**config.mk**
```make
export PLATFORM = sky130hd
export DESIGN_NAME = lobl_ctrl
export DESIGN_NICKNAME = d
export VERILOG_FILES = /design/src/hdl/lobl_pkg.sv /design/src/hdl/lobl_ctrl.sv
export SDC_FILE = /design/constraint.sdc
export NUM_CORES = 1
export LEC_CHECK = 0
export ABC_AREA = 0
export BUFFER_PORTS_ARGS = -buffer_cell sky130_fd_sc_hd__buf_2
export CORE_MARGIN = 2
export CORE_UTILIZATION = 40
export CTS_CLUSTER_SIZE = 14
export DETAILED_ROUTE_END_ITERATION = 8
export PLACE_DENSITY_LB_ADDON = 0.25
export SLEW_MARGIN = 20
export SYNTH_ARGS = -nofsm -noshare
export SYNTH_HDL_FRONTEND = slang
export SYNTH_SLANG_ARGS = --single-unit
```
**constraint.sdc**
```tcl
create_clock -name clock -period 1.69 [get_ports clock]
set_input_delay 0.338 -clock clock [delete_from_list [all_inputs] [get_ports clock]]
set_output_delay 0.338 -clock clock [all_outputs]
set_load 0.02 [all_outputs]
```
**src/hdl/lobl_pkg.sv**
```systemverilog
// Package for the price-level order book: table sizes, status and kind codes,
// and the command and status bundles between controller and datapath.
// No dependencies.
package lobl_pkg;

   localparam int ORDER_CAPACITY = 1024;
   localparam int LEVEL_CAPACITY = 256;
   localparam int OIDX_W = $clog2(ORDER_CAPACITY);
   localparam int LIDX_W = $clog2(LEVEL_CAPACITY);
   localparam int IDX_W = (OIDX_W > LIDX_W) ? OIDX_W : LIDX_W;

   localparam logic [2:0] ST_OK           = 3'd0;
   localparam logic [2:0] ST_NOT_FOUND    = 3'd1;
   localparam logic [2:0] ST_TRADE_EXCEED = 3'd2;
   localparam logic [2:0] ST_ORDERS_FULL  = 3'd3;
   localparam logic [2:0] ST_LEVELS_FULL  = 3'd4;
   localparam logic [2:0] ST_INCONSISTENT = 3'd5;

   localparam logic [1:0] K_NEW    = 2'd0;
   localparam logic [1:0] K_DELETE = 2'd1;
   localparam logic [1:0] K_MODIFY = 2'd2;
   localparam logic [1:0] K_TRADE  = 2'd3;

   // Operand sets for a level operation.
   localparam logic [1:0] LOP_NEW   = 2'd0;
   localparam logic [1:0] LOP_OLD   = 2'd1;
   localparam logic [1:0] LOP_TRADE = 2'd2;

   // Order table write operations.
   localparam logic [2:0] OW_NONE  = 3'd0;
   localparam logic [2:0] OW_NEW   = 3'd1;
   localparam logic [2:0] OW_MOD   = 3'd2;
   localparam logic [2:0] OW_TRADE = 3'd3;
   localparam logic [2:0] OW_KILL  = 3'd4;

   // Scan kinds.
   localparam logic [1:0] SK_ORD  = 2'd0;
   localparam logic [1:0] SK_LVL  = 2'd1;
   localparam logic [1:0] SK_BEST = 2'd2;

   typedef struct packed {
      logic        valid;
      logic [63:0] key;
      logic        sell;
      logic [31:0] price;
      logic [31:0] qty;
   } order_type;

   typedef struct packed {
      logic        valid;
      logic [31:0] price;
      logic [31:0] qty;
   } level_type;

   typedef struct packed {
      logic       load;
      logic       ostart;
      logic       lstart;
      logic [1:0] lop;
      logic       lapply;
      logic       bstart;
      logic [2:0] owr;
      logic       out_load;
      logic [2:0] status;
   } cmd_type;

   typedef struct packed {
      logic       clearing;
      logic       done;
      logic [1:0] kind;
      logic       ofound;
      logic       ofree;
      logic       qty_short;
      logic [2:0] lstat;
      logic       out_full;
   } stat_type;

endpackage

```
**src/hdl/lobl_ctrl.sv**
```systemverilog
// Controller state machine of the order book: sequences the order scan,
// level scans and updates, best-level scan and result load. Uses lobl_pkg.
module lobl_ctrl
   import lobl_pkg::*;
(
   input  logic     clock,
   input  logic     reset,
   input  logic     req_tvalid,
   output logic     req_tready,
   input  stat_type stat,
   output cmd_type  cmd
);

   localparam logic [2:0] S_IDLE  = 3'd0;
   localparam logic [2:0] S_OWAIT = 3'd1;
   localparam logic [2:0] S_LWAIT = 3'd2;
   localparam logic [2:0] S_LWAIT2 = 3'd3;
   localparam logic [2:0] S_BWAIT = 3'd4;
   localparam logic [2:0] S_OUT   = 3'd5;

   logic [2:0] state_ff, state_in;
   logic [2:0] st_ff, st_in;

   always_ff @(posedge clock) begin
      if (reset) begin
         state_ff <= S_IDLE;
         st_ff    <= ST_OK;
      end else begin
         state_ff <= state_in;
         st_ff    <= st_in;
      end
   end

   always_comb begin
      state_in   = state_ff;
      st_in      = st_ff;
      cmd        = '0;
      cmd.status = st_ff;
      req_tready = 1'b0;
      case (state_ff)
         S_IDLE: begin
            req_tready = !stat.clearing;
            if (req_tvalid && !stat.clearing) begin
               cmd.load   = 1'b1;
               cmd.ostart = 1'b1;
               st_in      = ST_OK;
               state_in   = S_OWAIT;
            end
         end
         S_OWAIT: begin
            if (stat.done) begin
               if (stat.kind == K_NEW) begin
                  if (!stat.ofound && !stat.ofree) begin
                     st_in      = ST_ORDERS_FULL;
                     cmd.bstart = 1'b1;
                     state_in   = S_BWAIT;
                  end else begin
                     cmd.lstart = 1'b1;
                     cmd.lop    = LOP_NEW;
                     state_in   = S_LWAIT;
                  end
               end else if (!stat.ofound) begin
                  st_in      = ST_NOT_FOUND;
                  cmd.bstart = 1'b1;
                  state_in   = S_BWAIT;
               end else if (stat.kind == K_TRADE && stat.qty_short) begin
                  st_in      = ST_TRADE_EXCEED;
                  cmd.bstart = 1'b1;
                  state_in   = S_BWAIT;
               end else begin
                  cmd.lstart = 1'b1;
                  cmd.lop    = (stat.kind == K_TRADE) ? LOP_TRADE : LOP_OLD;
                  state_in   = S_LWAIT;
               end
            end
         end
         S_LWAIT: begin
            if (stat.done) begin
               cmd.lapply = 1'b1;
               st_in      = stat.lstat;
               case (stat.kind)
                  K_NEW: begin
                     if (stat.lstat == ST_OK && !stat.ofound) begin
                        cmd.owr = OW_NEW;
                     end
                     cmd.bstart = 1'b1;
                     state_in   = S_BWAIT;
                  end
                  K_DELETE: begin
                     cmd.owr    = OW_KILL;
                     cmd.bstart = 1'b1;
                     state_in   = S_BWAIT;
                  end
                  K_MODIFY: begin
                     // The old quantity leaves its level before the new one is added.
                     cmd.lstart = 1'b1;
                     cmd.lop    = LOP_NEW;
                     state_in   = S_LWAIT2;
                  end
                  default: begin
                     cmd.owr    = OW_TRADE;
                     cmd.bstart = 1'b1;
                     state_in   = S_BWAIT;
                  end
               endcase
            end
         end
         S_LWAIT2: begin
            if (stat.done) begin
               cmd.lapply = 1'b1;
               if (stat.lstat != ST_OK) begin
                  st_in   = stat.lstat;
                  cmd.owr = OW_KILL;
               end else begin
                  cmd.owr = OW_MOD;
               end
               cmd.bstart = 1'b1;
               state_in   = S_BWAIT;
            end
         end
         S_BWAIT: begin
            if (stat.done) begin
               state_in = S_OUT;
            end
         end
         S_OUT: begin
            if (!stat.out_full) begin
               cmd.out_load = 1'b1;
               state_in     = S_IDLE;
            end
         end
         default: begin
            state_in = S_IDLE;
         end
      endcase
   end

endmodule

```
======== Word level (Yosys, flattened, before mapping) ========
Cells that the tools add are included.
word-level totals
  logic and storage cells ................. 81
  latch bits .............................. 0
  register bits ........................... 6
  input port bits ......................... 14
  memories ................................ 0
  RAM bits ................................ 0
  memory bits (read-only) ................. 0
operators by class
  mux-type cells .......................... 48
  magnitude comparators ................... 0
  divide/modulo/power cells ............... 0
  eq/ne operators ......................... 17
  bitwise logic cells ..................... 0
  shift operators ......................... 0
  add/subtract/negate cells ............... 0
  $mul .................................... 0
  reductions and logical operators ........ 14
operators with widths
  operator                                                         count
  3-bit two-way mux                                                27
  3-bit one-hot mux with 6 select lines                            1
  2-bit != test, second input constant                             7
  3-bit one-hot mux with 2 select lines                            2
  3-bit one-hot mux with 4 select lines                            1
  4-bit one-hot mux with 3 select lines                            1
  1-bit two-way mux                                                9
  8-bit two-way mux                                                1
  8-bit AND reduction                                              1
  3-bit by 2-bit == test with 1-bit output, second input constant  2
  3-bit == test, second input constant                             2
  3-bit zero test                                                  2
  2-bit two-way mux                                                3
  6-bit AND reduction                                              1
  5-bit two-way mux                                                1
  2-bit == test, second input constant                             2
  1-bit logical AND                                                4
  4-bit != test, second input constant                             1
  4-bit nonzero test                                               1
  3-bit by 1-bit == test with 1-bit output, second input constant  1
  1-bit zero test                                                  3
  3-bit != test, second input constant                             1
  1-bit one-hot mux with 3 select lines                            1
  3-bit nonzero test                                               1
  3 further kinds                                                  3

======== Longest topological paths before layout ========
Gate-level depths: netlist of run 1.
  depth after elaboration ................. 7
  mapped depth ............................ 6
  mapped depth without buffers ............ 6

======== Worst setup path after synthesis of run 1 ========
Ideal clock, no wire load.
  path kind ............................... flip-flop to output port
  start point ............................. reg state_ff[1]
  end point ............................... out cmd[13] in the netlist's numbering
  setup slack ............................. -472 ps
  buffers on the path ..................... 2
  arrival ................................. 1,824 ps
  cell stages (with the launch flop) ...... 5
  path through ............................ dfxtp_1 -> buf_2 -> nor4_1 -> and2_1 -> buf_4
RTL lines
  item                    RTL line         RTL
  from (decl)             lobl_ctrl.sv:21  logic [2:0] state_ff, state_in;
  from (signal assigned)  lobl_ctrl.sv:29  state_ff <= state_in;
  to (decl)               lobl_ctrl.sv:11  output cmd_type cmd

==> flow_summary.yaml, run 1 <==
die:
  pin_count: 29
  die_x_um: 43.1
  core_mm2: 0.00147
  rows: 14
  initial_core_util_pct: 41.6
  fp.dieH_um: 43.1
  die_area_mm2: 0.00186
cts:
  cts_buffers: 3
  clk_pin_slew_ns: 0.05
  clock_latency_ns: 0.25
  cts_tree: "yes"
  postCtsHoldBufs: 0
  cts.sink_count: 6
  clock_path_buffers: 2
  htreeDepth: 1
  root_buffer: "clkbuf_4"
global_route:
  grt_util_met3_pct: 6.81
  antenna_found_initial: 0
  met2_usage_pct: 36.7
  grt_pass1_vias: 748
  grt_pass1_wl_um: 3220
  grt_max_degree: 16
  top_usage_layer: "met2"
  grtUsageMet1_pct: 28.3
  grt.overflow.total: 0
  grtUsageTotal_pct: 22.6
detailed_routing:
  drt-initial-drc-count: 14
  drt-total-wl_um: 1950
  route.detailed.drc: 0
  post_drt_wl_per_cell_um: 13.0
  vias: 776
  first_pass_iters: 6
  ant_nets: 0
  routed_via_density: 5.17
logic_synthesis:
  synth_seq_cells: 6
  synth_area_per_cell_um2: 7.46
  syn_area_um2: 612
  yosysWarnings: 0
  ys.flop_type: "dfxtp_1"
  ys_seq_area_share_pct: 19.6
  synth_cell_type_count: 33
  syn_nets: 101
  synth-edff-count: 0
  synthArstFlopShare_pct: 0
  syn_inst: 82
worst_setup_path:
  regToRegSetupSlack_ns: -0.04
  crit_type: "reg -> out"
  critPathRequiredTime_ns: 1.35
  crit_path_end_kind: "output pin"
  crit_arrival_ns: 1.51
  startpoint_type: "flip-flop"
  path_max_fanout: 2
timing:
  hold_viol: 0
  fin_hold_ws_ns: 0.310
  grt_setup_unrepaired: "yes"
  period_share_pct: 109
  setup-violations-final: 5
  fmax_mhz: 542
  min_period_ns: 1.84
  worst_pin_slew_ns: 0.445
  setup_ws_ns: -0.154
  report.final.slew_viol_count: 0
  slew-limit-headroom_pct: 70.3
  fin_skew_ns: 0.00604
worst_hold_path:
  hp-class: "in -> reg"
finish:
  post_route_cells_drive_above_1_share_pct: 62.7
  area_delta_synth_final_pct: 89.6
  fin_nets: 155
  n_antenna_cell: 0
  design_area_mm2: 0.00116
placement:
  post-dp-hpwl_um: 1350
  dp_slack_ns: -0.279
  post_dp_cell_area_um2: 937
  place.gp.congestion: 0.807
  port_buffers: 28
pwr:
  cellPowerDensity_mw_per_mm2: 655
  leakage_nw: 0.563
  ir_drop_mv: 0.543
run_status:
  status: "finished with violations"
  violations: "negative setup slack"
flow_run:
  maxCapViolCount: 0
[cells in the final DEF, fill, tap and decap left out, types with 3 or more instances in the layout]
master    netlist  routed
ha_1            5       3
inv_1          10       7
nor2_1          5       4
buf_4           1      20
mux2i_1         4       4
buf_6           0      11
clkbuf_4        0       3
a21oi_1         4       3
o21ai_0         8       7
buf_2           2      19
dfxtp_1         6       4
nand2_1        10       8
[critical path: stages (launching register included)]
cell and delay [ns]:
dfxtp_2 0.32, inv_2 0.05, nand2_2 0.05, or4_4 0.51, nor3b_4 0.19, buf_6 0.14
[layout make-up]
class	count	area [um^2]
inverter	11	61.3
fill	101	312
timing repair buffer	52	404
tap	16	20.0
multi-input combinational	62	529
clock buffer	3	22.5
sequential	6	123
[through the flow]
stage / utilization (%) / setup TNS (ns) / total power [mW] / instances
floorplan: - / -0.0197 / 0.390 / 82
global placement: 63.7 / -1.51 / 0.505 / 139
detailed placement: 63.7 / -1.72 / 0.510 / 139
CTS: 74.5 / -0.287 / 0.692 / 146
global route: 78.8 / -0.749 / 0.808 / 150
finish: 78.8 / -0.363 / 0.759 / 150
[synthesized netlist by cell type (2+ instances only)]
cell type | instances | area (um^2)
buf_2 | 2 | 10.0
nor2_1 | 5 | 18.8
dfxtp_1 | 6 | 120
a21oi_1 | 4 | 20.0
nor2b_1 | 3 | 18.8
inv_1 | 10 | 37.5
nor3_1 | 3 | 15.0
nand2_1 | 10 | 37.5
o21ai_0 | 8 | 40.0
mux2i_1 | 4 | 40.0
ha_1 | 5 | 62.6
[state kept, by name (all words and copies together) (netlist names)]
register	flops
st_ff	3
state_ff	3
[layer usage]
layer  share of wire, %  up-vias
met5                  0        -
met4               0.72        0
met3                5.8        2
met2                 48       35
met1                 45      351
li1                   -      388
[cell families (layout without fill, tap and decap cells)]
logic type / after synthesis / after routing / synth area share (%)
buffers and inverters: 14 / 66 / 9.61
AOI/OAI and AO/OA: 19 / 19 / 20.4
adders and majority gates: 5 / 5 / 10.2
and+or+nand+nor: 34 / 34 / 33.5
DFF: 6 / 6 / 19.6
muxes: 4 / 4 / 6.54
[path summary, 6_finish.rpt]
path                     from     endpoint  cells past startpoint
setup / recovery  state_ff[2]      cmd[10]                      5
hold / removal          reset  state_ff[2]                      2
setup reg to reg  state_ff[0]  state_ff[0]                      6
hold reg to reg      st_ff[1]     st_ff[1]                      2
[repair_timing]
item	4_1_cts	5_1_grt
cloned	0	1
pin swaps	7	5
setup endpoints to repair	7	11
resized for setup	31	12
buffers inserted	4	4
[report_power, final]
group | switching (mW) | total [mW] | internal [mW]
logic | 0.228 | 0.455 | 0.226
registers | 0.0110 | 0.169 | 0.158
clock network | 0.0551 | 0.136 | 0.0806
total | 0.295 | 0.759 | 0.465
Power figures use the tool's default switching activity.
==> run 2, diff against run 1 <==
--- a/config.mk
+++ b/config.mk
@@ -8,9 +8,10 @@
 export ABC_AREA = 0
 export BUFFER_PORTS_ARGS = -buffer_cell sky130_fd_sc_hd__buf_2
 export CORE_MARGIN = 2
-export CORE_UTILIZATION = 40
-export CTS_CLUSTER_SIZE = 14
+export CORE_UTILIZATION = 42
+export CTS_BUF_LIST = sky130_fd_sc_hd__clkbuf_2 sky130_fd_sc_hd__clkbuf_4 sky130_fd_sc_hd__clkbuf_8
 export DETAILED_ROUTE_END_ITERATION = 8
+export GPL_ROUTABILITY_DRIVEN = 0
 export PLACE_DENSITY_LB_ADDON = 0.25
 export SLEW_MARGIN = 20
 export SYNTH_ARGS = -nofsm -noshare
==> run 2 against run 1 <==
The flow still finishes with violations (negative setup slack). Via count increased by 22%. Hold slack improved by 0.014 ns. Cell count increased by 4.0%. Global-route usage increased by 2.9 points. Critical path type unchanged. Critical endpoint unchanged. Highest routed layer unchanged.
==> flow_summary.yaml, run 2 (same netlist as run 1, synthesis figures left out) <==
cts:
  cts_tree: "yes"
  cts_buffers: 3
  root_buffer: "clkbuf_4"
  clock_latency_ns: 0.25
  cts.sink_count: 6
  clock_path_buffers: 2
  clk_pin_slew_ns: 0.04
  htreeDepth: 1
timing:
  slew-limit-headroom_pct: 66.0
  period_share_pct: 113
  worst_pin_slew_ns: 0.510
  grt_setup_unrepaired: "yes"
  setup-violations-final: 10
  min_period_ns: 1.91
  fmax_mhz: 524
  report.final.slew_viol_count: 0
  hold_viol: 0
  fin_skew_ns: 0.00180
  setup_ws_ns: -0.219
detailed_routing:
  route.met3.wl_um: 240
  ant_nets: 0
  drt-total-wl_um: 3200
  vias: 946
  highest_layer: "met4"
  route.detailed.drc: 0
  first_pass_iters: 4
  drt-initial-drc-count: 52
  routed_via_density: 6.06
  m1WireLength_um: 1240
  dr_wl_met2_um: 1620
  post_drt_wl_per_cell_um: 20.5
finish:
  post_route_cells_drive_above_1_share_pct: 66.7
  regArea_um2: 121
  final_cells: 156
  multi_input_comb_area_um2: 564
  final_cell_mix: "buf_4 (30), buf_2 (18), buf_6 (9)"
  area_delta_synth_final_pct: 103
  reg_top3: "st_ff: 3 flops, state_ff: 3 flops"
  final_common_cell: "buf_4"
  fillers: 48
  fin_nets: 162
  n_antenna_cell: 0
pwr:
  power.share.combinational_pct: 64.4
  ir_drop_mv: 0.613
  netSwitchingFraction_pct: 40.9
  seq_power_share_pct: 19.7
  leakage_nw: 0.598
  cellPowerDensity_mw_per_mm2: 678
  intPower_mw: 0.497
  pwr-share-clk_pct: 15.9
  total_power_mw: 0.841
  p_sw_mw: 0.344
worst_setup_path:
  path_max_fanout: 2
  regToRegSetupSlack_ns: 0
  crit_path_end_kind: "output pin"
  crit_type: "reg -> out"
  crit_arrival_ns: 1.57
  rr_endpoint: "state_ff[0]"
  critPathRequiredTime_ns: 1.35
  startpoint_type: "flip-flop"
  timing.rr.start: "state_ff[0]"
  reg2reg_depth: 6
global_route:
  grtUsageTotal_pct: 25.5
  grt_pass1_wl_um: 3590
  antenna_found_initial: 0
  grt.overflow.total: 0
  grt_max_degree: 16
  grt_pass1_vias: 851
die:
  initial_core_util_pct: 45.9
  core_mm2: 0.00133
  pin_count: 29
  fp.dieH_um: 42.2
  die_area_mm2: 0.00178
  die_x_um: 42.2
  rows: 13
run_status:
  violations: "negative setup slack"
  status: "finished with violations"
worst_hold_path:
  min_delay_worst_endpoint: "state_ff[2]"
  worstHoldPathCells: 2
  min_from: "reset"
  hp-class: "in -> reg"
placement:
  placed_cells: 139
  port_buffers: 28
  post-dp-hpwl_um: 1400
flow_run:
  maxCapViolCount: 0
==> run 2: worst max path at each step <==
stage | startpoint | to | slack, ns | cells past startpoint
after floorplan | stat[8] | cmd[10] | -0.02 | 4
after global placement | stat[8] | cmd[10] | -0.25 | 6
after detailed placement | stat[8] | cmd[10] | -0.27 | 6
after CTS | state_ff[2] | cmd[10] | -0.16 | 5
after global routing | state_ff[2] | cmd[10] | -0.26 | 5
final | state_ff[2] | cmd[10] | -0.22 | 5
==> run 2: what timing repair did <==
item / in CTS / in global routing
setup buffers: 6 / 9
gates resized for setup: 34 / 14
endpoints found under the setup margin: 6 / 12
hold buffers: 0 / 0
pin swaps: 9 / 7
==> run 2: routing by layer <==
layer	vias to the layer above	track usage (%)
met1	451	30.1
met5	-	0
met4	0	10.6
met3	14	1.29
met2	75	47.1
li1	406	-
==> run 2: final cells by class <==
type / instances / share of cell area [%]
Clock buffer: 3 / 1.82
Multi-Input combinational cell: 62 / 45.5
Timing Repair Buffer: 59 / 36.4
Sequential cell: 6 / 9.79
Tap cell: 15 / 1.51
Inverter: 11 / 4.94
==> run 2: critical path, stage by stage, from the launching register on <==
cell     delay, ns
dfxtp_2       0.32
inv_2         0.08
nand2_2       0.07
or4_4         0.51
nor3b_4       0.19
buf_6         0.14
==> run 2: power by group through the flow <==
stage	registers, mW	logic, mW	clock network [mW]
2_1_floorplan	0.182	0.208	0
3_3_place_gp	0.165	0.341	0
3_5_place_dp	0.166	0.348	0
4_1_cts	0.164	0.404	0.132
5_1_grt	0.168	0.562	0.139
6_report	0.166	0.541	0.134
==> run 2: through the flow <==
stage	hold slack, ns	util (%)	instance area, um^2	setup slack (ns)	TNS, ns
CTS	0.314	84.4	1130	-0.156	-0.303
global placement	0.443	70.7	943	-0.251	-1.50
global route	0.344	93.0	1240	-0.256	-1.30
detailed placement	0.451	70.7	943	-0.265	-1.60
finish	0.324	93.0	1240	-0.219	-0.828
floorplan	0.400	-	674	-0.0197	-0.0197
